--- src/hw/rtl/swarq_pkg.sv ---
package swarq_pkg;

  localparam int unsigned MAX_OUT = 8;

  localparam logic [1:0] KIND_SEND = 2'd0;
  localparam logic [1:0] KIND_ACK  = 2'd1;
  localparam logic [1:0] KIND_TICK = 2'd2;

  localparam logic [1:0] RKIND_NEW     = 2'd0;
  localparam logic [1:0] RKIND_RESEND  = 2'd1;
  localparam logic [1:0] RKIND_REFUSED = 2'd2;

  localparam logic [1:0] CFG_WINDOW_SIZE   = 2'd0;
  localparam logic [1:0] CFG_TIMEOUT_TICKS = 2'd1;

  localparam logic [3:0]  WINDOW_SIZE_RST   = 4'd8;
  localparam logic [23:0] TIMEOUT_TICKS_RST = 24'd1000;
  localparam logic [31:0] SEQ_RST           = 32'd1;

endpackage

--- src/hw/rtl/swarq_ram.sv ---
module swarq_ram #(
  parameter int unsigned WIDTH = 32,
  parameter int unsigned DEPTH = 8
) (
  input  logic                     clk_i,
  input  logic                     we_i,
  input  logic [$clog2(DEPTH)-1:0] waddr_i,
  input  logic [WIDTH-1:0]         wdata_i,
  input  logic                     re_i,
  input  logic [$clog2(DEPTH)-1:0] raddr_i,
  output logic [WIDTH-1:0]         rdata_o
);

  logic [WIDTH-1:0] mem_q [DEPTH];
  logic [WIDTH-1:0] rdata_q;

  always_ff @(posedge clk_i) begin
    if (we_i) begin
      mem_q[waddr_i] <= wdata_i;
    end
    if (re_i) begin
      rdata_q <= mem_q[raddr_i];
    end
  end

  assign rdata_o = rdata_q;

endmodule

--- src/hw/rtl/sliding_window_arq_sender.sv ---
// Sliding-window ARQ sender. An item is taken when start is high and busy is low;
// kind_i selects send, ack or tick, the other input ports carry its fields.
// Results leave on the result ports, one per cycle, each marked by strobe_o
// for exactly one cycle; last_o flags the final result of an item.
// The receiver cannot stall, so results are never held back.
// A send passes through ST_SEND and gives one result, registered from that
// state; the block is busy only in ST_SEND. A valid ack goes through ST_ACK,
// then ST_ADV, which moves the base over acked slots one slot a cycle (at
// most 8), and gives no result; an ack failing the checksum or window test
// goes from ST_ACK straight back to idle. A tick is busy in ST_TICK, and on
// expiry also in ST_RESEND while the unacked packets are resent (at most
// 8); resends stream one per cycle from the checksum RAM, the checksum
// leaving it in the cycle after the slot pick. No new item is taken until
// the last is done; the resend walk and base advance set the worst case.
// The configuration channel (cfg_valid_i/cfg_ready_o) writes window_size
// (index 0) and timeout_ticks (index 1); it is ready whenever not busy.
// Reset puts base and next sequence at 1, clears acked marks, stops the
// timer and loads window_size 8 and timeout_ticks 1000. The checksum RAM
// is not cleared: each slot is written before it can be resent.
module sliding_window_arq_sender #(
  parameter int unsigned WINDOW = 8
) (
  input  logic               clk_i,
  input  logic               rst_ni,
  input  logic               start,
  output logic               busy,
  input  logic [1:0]         kind_i,
  input  logic signed [12:0] payload_sum_i,
  input  logic signed [31:0] ack_seq_field_i,
  input  logic signed [31:0] ack_number_i,
  input  logic signed [31:0] ack_check_i,
  input  logic               cfg_valid_i,
  output logic               cfg_ready_o,
  input  logic [1:0]         cfg_index_i,
  input  logic [23:0]        cfg_data_i,
  output logic               strobe_o,
  output logic [1:0]         result_kind_o,
  output logic signed [31:0] packet_seq_o,
  output logic signed [31:0] packet_check_o,
  output logic [2:0]         buffer_slot_o,
  output logic signed [31:0] window_base_o,
  output logic               last_o
);

  localparam int unsigned SW   = $clog2(WINDOW);
  localparam int unsigned ADDW = ((SW > 4) ? SW : 4) + 1;
  localparam int unsigned WLIM = (WINDOW < swarq_pkg::MAX_OUT) ? WINDOW : swarq_pkg::MAX_OUT;

  typedef enum logic [2:0] {
    ST_IDLE,
    ST_SEND,
    ST_ACK,
    ST_ADV,
    ST_TICK,
    ST_RESEND
  } state_e;

  function automatic logic [SW-1:0] slot_add(input logic [SW-1:0] s, input logic [3:0] k);
    logic [ADDW-1:0] sum;
    sum = ADDW'(s) + ADDW'(k);
    if (sum >= ADDW'(WINDOW)) begin
      sum = sum - ADDW'(WINDOW);
    end
    return sum[SW-1:0];
  endfunction

  function automatic logic [2:0] slot3(input logic [SW-1:0] s);
    logic [SW+2:0] ext;
    ext = {3'b000, s};
    return ext[2:0];
  endfunction

  state_e state_q, state_d;

  logic [3:0]        win_size_q, win_size_d;
  logic [23:0]       timeout_q, timeout_d;
  logic [31:0]       base_seq_q, base_seq_d;
  logic [31:0]       next_seq_q, next_seq_d;
  logic [SW-1:0]     base_slot_q, base_slot_d;
  logic [SW-1:0]     next_slot_q, next_slot_d;
  logic [3:0]        count_q, count_d;
  logic [WINDOW-1:0] acked_q, acked_d;
  logic              running_q, running_d;
  logic [23:0]       left_q, left_d;
  logic              moved_q, moved_d;
  logic [7:0]        mask_q, mask_d;

  logic [12:0] psum_q, psum_d;
  logic [31:0] aseq_q, aseq_d;
  logic [31:0] anum_q, anum_d;
  logic [31:0] acheck_q, acheck_d;

  logic        strobe_q, strobe_d;
  logic        use_ram_q, use_ram_d;
  logic [1:0]  rkind_q, rkind_d;
  logic [31:0] rseq_q, rseq_d;
  logic [31:0] rcheck_q, rcheck_d;
  logic [2:0]  rslot_q, rslot_d;
  logic [31:0] rbase_q, rbase_d;
  logic        rlast_q, rlast_d;

  logic          ram_we, ram_re;
  logic [SW-1:0] ram_raddr;
  logic [31:0]   ram_rdata;

  logic [31:0]   psum_ext, check_new, ack_sum, ack_off;
  logic          ack_ok;
  logic [SW-1:0] ack_slot;
  logic [3:0]    eff_win;
  logic [7:0]    exp_mask, pick_rest;
  logic [2:0]    pick_k;
  logic [SW-1:0] pick_slot;

  assign psum_ext  = {{19{psum_q[12]}}, psum_q};
  assign check_new = next_seq_q + psum_ext;
  assign ack_sum   = aseq_q + anum_q + psum_ext;
  assign ack_off   = anum_q - base_seq_q;
  assign ack_ok    = (ack_sum == acheck_q) && (ack_off < {28'd0, count_q});
  assign ack_slot  = slot_add(base_slot_q, ack_off[3:0]);

  always_comb begin
    if (win_size_q == 4'd0) begin
      eff_win = 4'd1;
    end else if (win_size_q > 4'(WLIM)) begin
      eff_win = 4'(WLIM);
    end else begin
      eff_win = win_size_q;
    end
  end

  always_comb begin
    logic [SW-1:0] idx;
    for (int k = 0; k < 8; k++) begin
      if (4'(k) < count_q) begin
        idx         = slot_add(base_slot_q, 4'(k));
        exp_mask[k] = ~acked_q[idx];
      end else begin
        idx         = '0;
        exp_mask[k] = 1'b0;
      end
    end
  end

  always_comb begin
    pick_k = 3'd0;
    for (int k = 7; k >= 0; k--) begin
      if (mask_q[k]) begin
        pick_k = 3'(k);
      end
    end
  end

  assign pick_rest = mask_q & ~(8'd1 << pick_k);
  assign pick_slot = slot_add(base_slot_q, {1'b0, pick_k});
  assign ram_raddr = pick_slot;

  always_comb begin
    state_d     = state_q;
    win_size_d  = win_size_q;
    timeout_d   = timeout_q;
    base_seq_d  = base_seq_q;
    next_seq_d  = next_seq_q;
    base_slot_d = base_slot_q;
    next_slot_d = next_slot_q;
    count_d     = count_q;
    acked_d     = acked_q;
    running_d   = running_q;
    left_d      = left_q;
    moved_d     = moved_q;
    mask_d      = mask_q;
    psum_d      = psum_q;
    aseq_d      = aseq_q;
    anum_d      = anum_q;
    acheck_d    = acheck_q;
    strobe_d    = 1'b0;
    use_ram_d   = 1'b0;
    rkind_d     = rkind_q;
    rseq_d      = rseq_q;
    rcheck_d    = rcheck_q;
    rslot_d     = rslot_q;
    rbase_d     = rbase_q;
    rlast_d     = rlast_q;
    ram_we      = 1'b0;
    ram_re      = 1'b0;

    if (cfg_valid_i && cfg_ready_o) begin
      case (cfg_index_i)
        swarq_pkg::CFG_WINDOW_SIZE:   win_size_d = cfg_data_i[3:0];
        swarq_pkg::CFG_TIMEOUT_TICKS: timeout_d  = cfg_data_i;
        default: ;
      endcase
    end

    case (state_q)
      ST_IDLE: begin
        if (start) begin
          psum_d   = payload_sum_i;
          aseq_d   = ack_seq_field_i;
          anum_d   = ack_number_i;
          acheck_d = ack_check_i;
          case (kind_i)
            swarq_pkg::KIND_SEND: state_d = ST_SEND;
            swarq_pkg::KIND_ACK:  state_d = ST_ACK;
            swarq_pkg::KIND_TICK: state_d = ST_TICK;
            default:              state_d = ST_IDLE;
          endcase
        end
      end
      ST_SEND: begin
        strobe_d = 1'b1;
        rbase_d  = base_seq_q;
        rlast_d  = 1'b1;
        if (count_q < eff_win) begin
          ram_we               = 1'b1;
          acked_d[next_slot_q] = 1'b0;
          if (count_q == 4'd0) begin
            running_d = 1'b1;
            left_d    = timeout_q;
          end
          next_seq_d  = next_seq_q + 32'd1;
          next_slot_d = slot_add(next_slot_q, 4'd1);
          count_d     = count_q + 4'd1;
          rkind_d     = swarq_pkg::RKIND_NEW;
          rseq_d      = next_seq_q;
          rcheck_d    = check_new;
          rslot_d     = slot3(next_slot_q);
        end else begin
          rkind_d  = swarq_pkg::RKIND_REFUSED;
          rseq_d   = '0;
          rcheck_d = '0;
          rslot_d  = '0;
        end
        state_d = ST_IDLE;
      end
      ST_ACK: begin
        moved_d = 1'b0;
        if (ack_ok) begin
          acked_d[ack_slot] = 1'b1;
          state_d           = ST_ADV;
        end else begin
          state_d = ST_IDLE;
        end
      end
      ST_ADV: begin
        if (count_q != 4'd0 && acked_q[base_slot_q]) begin
          base_seq_d  = base_seq_q + 32'd1;
          base_slot_d = slot_add(base_slot_q, 4'd1);
          count_d     = count_q - 4'd1;
          moved_d     = 1'b1;
        end else begin
          if (count_q == 4'd0) begin
            running_d = 1'b0;
            left_d    = '0;
          end else if (moved_q) begin
            running_d = 1'b1;
            left_d    = timeout_q;
          end
          state_d = ST_IDLE;
        end
      end
      ST_TICK: begin
        state_d = ST_IDLE;
        if (running_q) begin
          if (left_q > 24'd1) begin
            left_d = left_q - 24'd1;
          end else begin
            mask_d = exp_mask;
            if (count_q != 4'd0) begin
              left_d = timeout_q;
            end else begin
              running_d = 1'b0;
              left_d    = '0;
            end
            if (exp_mask != 8'd0) begin
              state_d = ST_RESEND;
            end
          end
        end
      end
      ST_RESEND: begin
        ram_re    = 1'b1;
        strobe_d  = 1'b1;
        use_ram_d = 1'b1;
        rkind_d   = swarq_pkg::RKIND_RESEND;
        rseq_d    = base_seq_q + {29'd0, pick_k};
        rslot_d   = slot3(pick_slot);
        rbase_d   = base_seq_q;
        rlast_d   = (pick_rest == 8'd0);
        mask_d    = pick_rest;
        if (pick_rest == 8'd0) begin
          state_d = ST_IDLE;
        end
      end
      default: state_d = ST_IDLE;
    endcase
  end

  always_ff @(posedge clk_i or negedge rst_ni) begin
    if (!rst_ni) begin
      state_q     <= ST_IDLE;
      win_size_q  <= swarq_pkg::WINDOW_SIZE_RST;
      timeout_q   <= swarq_pkg::TIMEOUT_TICKS_RST;
      base_seq_q  <= swarq_pkg::SEQ_RST;
      next_seq_q  <= swarq_pkg::SEQ_RST;
      base_slot_q <= SW'(1);
      next_slot_q <= SW'(1);
      count_q     <= '0;
      acked_q     <= '0;
      running_q   <= 1'b0;
      left_q      <= '0;
      moved_q     <= 1'b0;
      mask_q      <= '0;
      strobe_q    <= 1'b0;
      use_ram_q   <= 1'b0;
    end else begin
      state_q     <= state_d;
      win_size_q  <= win_size_d;
      timeout_q   <= timeout_d;
      base_seq_q  <= base_seq_d;
      next_seq_q  <= next_seq_d;
      base_slot_q <= base_slot_d;
      next_slot_q <= next_slot_d;
      count_q     <= count_d;
      acked_q     <= acked_d;
      running_q   <= running_d;
      left_q      <= left_d;
      moved_q     <= moved_d;
      mask_q      <= mask_d;
      strobe_q    <= strobe_d;
      use_ram_q   <= use_ram_d;
    end
  end

  always_ff @(posedge clk_i) begin
    psum_q   <= psum_d;
    aseq_q   <= aseq_d;
    anum_q   <= anum_d;
    acheck_q <= acheck_d;
    rkind_q  <= rkind_d;
    rseq_q   <= rseq_d;
    rcheck_q <= rcheck_d;
    rslot_q  <= rslot_d;
    rbase_q  <= rbase_d;
    rlast_q  <= rlast_d;
  end

  swarq_ram #(
    .WIDTH(32),
    .DEPTH(WINDOW)
  ) u_check_ram (
    .clk_i  (clk_i),
    .we_i   (ram_we),
    .waddr_i(next_slot_q),
    .wdata_i(check_new),
    .re_i   (ram_re),
    .raddr_i(ram_raddr),
    .rdata_o(ram_rdata)
  );

  assign busy           = (state_q != ST_IDLE);
  assign cfg_ready_o    = ~busy;
  assign strobe_o       = strobe_q;
  assign result_kind_o  = rkind_q;
  assign packet_seq_o   = rseq_q;
  assign packet_check_o = use_ram_q ? ram_rdata : rcheck_q;
  assign buffer_slot_o  = rslot_q;
  assign window_base_o  = rbase_q;
  assign last_o         = rlast_q;

  // outstanding count tracks the sequence span
  a_count_span: assert property (@(posedge clk_i) disable iff (!rst_ni)
    (next_seq_q - base_seq_q) == {28'd0, count_q})
    else $error("outstanding count out of step with sequence span");

  a_count_lim: assert property (@(posedge clk_i) disable iff (!rst_ni)
    count_q <= 4'(WLIM))
    else $error("outstanding count above window limit");

  a_timer_window: assert property (@(posedge clk_i) disable iff (!rst_ni)
    (state_q == ST_IDLE && running_q) |-> (count_q != 4'd0))
    else $error("timer running with empty window");

  a_ram_result: assert property (@(posedge clk_i) disable iff (!rst_ni)
    use_ram_q |-> (strobe_q && rkind_q == swarq_pkg::RKIND_RESEND))
    else $error("checksum RAM data used outside a resend item");

endmodule

--- config.mk ---
export PLATFORM = sky130hd
export DESIGN_NAME = sliding_window_arq_sender
export DESIGN_NICKNAME = d
export VERILOG_FILES = /design/src/hw/rtl/swarq_pkg.sv /design/src/hw/rtl/swarq_ram.sv /design/src/hw/rtl/sliding_window_arq_sender.sv
export SDC_FILE = /design/constraint.sdc
export NUM_CORES = 1
export LEC_CHECK = 0
export BUFFER_PORTS_ARGS = -buffer_cell sky130_fd_sc_hd__clkbuf_2
export CORE_UTILIZATION = 50
export CTS_CLUSTER_DIAMETER = 80
export DETAILED_ROUTE_END_ITERATION = 12
export GPL_TIMING_DRIVEN = 0
export PLACE_DENSITY = 0.71
export SLEW_MARGIN = 0
export SYNTH_ARGS = -nofsm -noshare
export SYNTH_HDL_FRONTEND = slang
export SYNTH_HIERARCHICAL = 1
export SYNTH_SLANG_ARGS = --single-unit
--- constraint.sdc ---
create_clock -name clk_i -period 9.18 [get_ports clk_i]
set_input_delay 0.459 -clock clk_i [delete_from_list [all_inputs] [get_ports clk_i]]
set_output_delay 0.459 -clock clk_i [all_outputs]
set_load 0.05 [all_outputs]
# Word-level counts from Yosys, hierarchy flattened
# Memories as Yosys holds them, arrays and structs flattened. A register that Yosys moved wholly into a read port is not among the register bits.
# Index checks and enable logic that the tools add are counted.
[op_classes] add_sub_neg=31 order_cmp=36 n_eq_ne=19 shifts=1 n_mux=111 bitwise=14 reduce_logical=33
[op_table] cell="$mux W24" n=8
[op_table] cell="$mux W3" n=34
[op_table] cell="$add A32 B32 Y32" n=3
[op_table] cell="$pmux W24 S3" n=1
[op_table] cell="$add A32 B1 Y32 const B" n=2
[op_table] cell="$mux W32" n=2
[op_table] cell="$pmux W32 S2" n=1
[op_table] cell="$lt A3 B4 Y1 const B" n=11
[op_table] cell="$ge A4 B4 Y1 const B" n=9
[op_table] cell="$mux W1" n=34
[op_table] cell="$sub A3 B1 Y3 const B" n=11
[op_table] cell="$add A32 B3 Y32" n=1
[op_table] cell="$eq A32 B32 Y1" n=1
[op_table] cell="$lt A32 B4 Y1" n=1
[op_table] cell="$mux W8" n=4
[op_table] cell="$pmux W8 S2" n=2
[op_table] cell="$sub A32 B32 Y32" n=1
[op_table] cell="$bmux W1 S3" n=9
[op_table] cell="$gt A24 B1 Y1 const B" n=1
[op_table] cell="$sub A24 B1 Y24 const B" n=1
[op_table] cell="$ne A2 B2 Y1 const B" n=9
[op_table] cell="$add A3 B3 Y4 const B" n=4
[op_table] cell="$and A8 B8 Y8" n=2
[op_table] cell="$lt A3 B4 Y1 const A" n=4
[op_table] cell="other kinds (47)" n=89
[totals] ff_bits=360 ramBits=256 input_bits=141 out_inout_bits=105 word_cells=271 mem_count=1
[memory_table] name="u_check_ram.mem_q" depth=8 word_bits=32 rd=1 rd_clocked_by_memory_dff=1 wr=1 line="swarq_ram.sv:14" text="logic [WIDTH-1:0] mem_q [DEPTH];"

# Logic depth before layout (Yosys ltp)
[depth] depth_word=14 depth_mapped=18 ltp_nobuf=18

# Hierarchy
# Netlist, hierarchy kept.
[by_module_without_submodules] module="sliding_window_arq_sender" instances=1 cells_per_inst=2088 area_per_inst_um2=21924.8 seq_area_each_um2=10078.4
[by_module_without_submodules] module="swarq_ram" instances=1 cells_per_inst=415 area_per_inst_um2=10786.6 seq_area_each_um2=8648.3

# Worst setup path before layout
# No wires, ideal clock.
[synth_path] path_kind="reg-to-reg" start="register state_q[1]" end="memory u_check_ram.mem_q[4][0], enable pin" setup_time_ns=0.461 arrival_time_ns=8.590 t_required_ns=8.719 path_slack_ns=0.129 stages_incl_launch_ff=8 n_path_buf=1 synth_period_minus_slack_ns=9.051 path_cell_list="dfrtp_1 nor2b_1 nor2b_1 inv_1 a211oi_1 clkbuf_1 nand2_1 nor3_1"
[synth_between] elab_chain_cells=4
[synth_rtl] item="start: declaration" line="sliding_window_arq_sender.sv:73" text="state_e state_q, state_d;"
[synth_rtl] item="start signal: assignment" line="sliding_window_arq_sender.sv:316" text="state_q <= state_d;"
[synth_rtl] item="$eq A3 B1 Y1" line="sliding_window_arq_sender.sv:194" text="case (state_q)"
[synth_rtl] item="$mux W1" line="sliding_window_arq_sender.sv:194"
[synth_rtl] item="net ram_we" line="sliding_window_arq_sender.sv:102" text="logic ram_we, ram_re;"
[synth_rtl] item="$mux W1" line="swarq_ram.sv:18" text="if (we_i) begin"
[synth_rtl] item="$mux W1 (implied by the code)" line="swarq_ram.sv:19" text="mem_q[waddr_i] <= wdata_i;"
[synth_rtl] item="end: declaration" line="swarq_ram.sv:14"
# The timed path passes the listed nets, and every way through them passes these cells.

# Worst setup path in the final report
[layout_path] start="register psum_q[12]" end="register acked_q[5]"
[layout_between] elab_chain_cells=5
[layout_rtl] item="start: declaration" line="sliding_window_arq_sender.sv:88" text="logic [12:0] psum_q, psum_d;"
[layout_rtl] item="start signal: assignment" line="sliding_window_arq_sender.sv:335" text="psum_q <= psum_d;"
[layout_rtl] item="$add A32 B32 Y32" line="sliding_window_arq_sender.sv:116" text="assign ack_sum = aseq_q + anum_q + psum_ext;"
[layout_rtl] item="$eq A32 B32 Y1" line="sliding_window_arq_sender.sv:118" text="assign ack_ok = (ack_sum == acheck_q) && (ack_off < {28'd0, count_q});"
[layout_rtl] item="$logic_and A1 B1 Y1" line="sliding_window_arq_sender.sv:118"
[layout_rtl] item="$ne A2 B2 Y1 (no line)"
[layout_rtl] item="$reduce_and A3 Y1 (no line)"
[layout_rtl] item="end signal: assignment" line="sliding_window_arq_sender.sv:324" text="acked_q <= acked_d;"
[layout_rtl] item="end: declaration" line="sliding_window_arq_sender.sv:82" text="logic [WINDOW-1:0] acked_q, acked_d;"
# Every way passes these cells.
# A chain may end at the register's enable or synchronous reset.

==> out/results.ini <==
[timing]
hold_violations=0
relSlewSlack=0.316
timing.final.crit_share=0.590
finalSetupViolations=0
fmax_mhz=185
rsz0062_at_grt=false
period_minus_slack_ps=5420
tightest_slew_ps=1020
fin_hold_ws_ps=14.6
drv_slew=0
tns_ps=0
clock-skew-final_ps=24.9

[layout]
fillers=4987
fin_util=0.595
drive_gt1_frac=0.193
area_growth_pct=17.5
nNetsFinal=3196

[synthesis]
ys_top_cells_by_area=edfxtp_1 (46%), dfrtp_1 (11%), ha_1 (4.3%)
syn_area_per_cell_um2=13.1
netlist_instances=2503
synth_commonest_cells=edfxtp_1 (499), nand2_1 (195), nor2_1 (155), xnor2_1 (153), o21ai_0 (139)
synthesis.area_um2=32700
ys_warn_count=6
synth-seq-cells=648
synth_ff_type=edfxtp_1
synth_top_area_cell=edfxtp_1
synth_most_common_cell=edfxtp_1
yosysTopAreaCellShare=0.458
seq_area_frac_synth=0.572
syn_nets=2794
ys_async_sr_fraction=0.230
synth_cell_type_count=88
synth_edf_count=499

[cts]
h-tree-depth=3
cts.sinks=648
path_clk_slew_ps=60
ctsResizeCount=0
cts_tree=built
clkLatencyLatePin_ps=620
cts_max_path_buffers=3
cts_buffers=68
clockRootBuffer=clkbuf_16

[pwr]
p_seq_frac=0.401
internal-power_mw=6.27
power.density_nw_per_um2=242
combinationalPowerShare=0.300
swShare=0.327
power.switching_mw=3.04
p_leak_nw=14.3
ir_drop_mv=0.166
power.share.clock=0.299

[drt]
wl_mm=86.4
via_per_inst=5.95
ant_nets=0
wl_per_cell_um=22.6
drc=0
first_iter_violations=2093
vias=22700
first_pass_iters=5

[setup_path]
critical_path_required_ps=9700
r2r_start=psum_q[12]$_DFFE_PP_
crit_start=psum_q[12]$_DFFE_PP_
cp.arrival_ps=5940
cp_max_fo=12
end_kind=flop
crit_path_start_kind=flop
crit_type=flop to flop

[global_routing]
grt_use_met2=0.440
grt_overflow=0
grt_pass1_wl_mm=132
use_met3=0.0341
grt_use_met1=0.345
grt_max_degree=93
busiest_layer=met2
antenna_found_initial=2
grt_pass1_vias=22500
grtUsageTotal=0.259

[run]
cap_violations=0

[worst_hold_path]
hold_path.startpoint=ack_number_i[15]
hp-class=input pin to flop

[placed_design]
place_congestion=0.958
post-dp-hpwl_mm=63.4
io_buffer_count=245

[status]
status=finished clean

[floorplan]
die_h_um=258
io_pins=246
core_um2=64600
start_util=0.507
dieArea_um2=66500
fp.dieW_um=258
row_count=93

[kinds of logic after synthesis]
family | share of synthesized area
adder cells (fa/ha/maj) | 0.0659
AO/OA/AOI/OAI | 0.0989
buffers and inverters | 0.0211
XOR/XNOR | 0.0546
multiplexers | 0.0880
flip-flops | 0.572
AND/OR/NAND/NOR | 0.0990
[state kept, by name, summed over array words and instances, names as in the netlist, 2 cells and up]
register	flops
acheck_q	32
acked_q	8
anum_q	32
aseq_q	32
base_seq_q	32
base_slot_q	3
buffer_slot_o	3
count_q	4
left_q	24
mask_q	8
next_seq_q	32
next_slot_q	3
packet_seq_o	32
psum_q	13
rcheck_q	32
result_kind_o	2
state_q	3
timeout_q	24
u_check_ram/mem_q	256
u_check_ram/rdata_o	32
win_size_q	4
window_base_o	32
[routing by layer]
layer / routed length [um] / vias up / part of all wire
li1: - / 10300 / -
met1: 35800 / 11400 / 0.41
met2: 42700 / 884 / 0.49
met3: 5290 / 153 / 0.061
met4: 2550 / 2 / 0.029
met5: 18 / - / 0.00021
[timing repair]
action,4_1_cts,5_1_grt
hold buffers,66,0
buffers inserted,0,0
hold endpoints to repair,113,0
[worst paths after layout]
path                                               end  slack (ps)  cells after the start
setup / recovery                acked_q[5]$_DFFE_PN0P_        3760                     13
hold reg to reg            window_base_o[14]$_DFFE_PP_         450                      0
max in group asynchronous   next_seq_q[25]$_DFFE_PN0P_        7900                      3
setup reg to reg                acked_q[5]$_DFFE_PN0P_        3760                     13
hold / removal                    anum_q[15]$_DFFE_PP_          10                      1
min in group asynchronous    timeout_q[20]$_DFFE_PN0P_         390                      2
[critical path, stage by stage, from the launching register on]
cell and delay, ps:
edfxtp_1 690, buf_16 290, fa_1 510, ha_1 290, buf_2 180, nand4_1 190
or2_0 290, a211o_1 240, a21oi_1 490, o31ai_2 180, xnor2_1 200, nor4_1 880
nand2_1 500, o31ai_2 360
[cell type report]
cell class                 instances  area (um^2)  share of cell area
antenna                            1         2.50           0.0000651
clock inverter                    34          424              0.0110
multi-input combinational       1696        13400               0.348
clock buffer                      92         1820              0.0474
inverter                          77          289             0.00752
tap                              855         1070              0.0278
sequential                       648        18700               0.487
timing repair buffer             332         2320              0.0603
buffer                            82          403              0.0105
[power by group through the flow]
stage               clock (mW)  combinational [mW]  sequential (mW)
global placement             0                2.63             3.79
detailed placement           0                2.74             3.78
global route              2.93                3.02             3.75
CTS                       2.82                2.79             3.73
finish                    2.78                2.79             3.73
floorplan                    0                1.92             3.75
[cells in the final DEF (no fill, tap or decap), types with 40 or more instances in the layout]
master	Yosys	final
clkbuf_1	46	66
dlygate4sd3_1	0	66
nor3_1	44	42
mux2_2	93	93
clkbuf_16	0	68
nor2_1	155	149
xnor2_1	153	153
nand4_1	46	46
nand2_1	195	195
edfxtp_1	499	499
clkbuf_2	1	246
dfrtp_1	138	138
a21oi_1	122	122
ha_1	113	113
xor2_1	51	51
mux4_1	40	40
nand3_1	50	50
o21ai_0	139	139
nor2b_1	48	46
inv_1	77	77
[stage by stage]
step	area, um^2	cells	worst slack (ps)	power [mW]
floorplan	32700	2503	129	5.68
global placement	35000	3603	-5730	6.43
detailed placement	35500	3624	3720	6.52
CTS	38400	3816	3700	9.33
global route	38400	3817	3490	9.71
finish	38400	3817	3760	9.31
(Power assumes the default switching activity.)
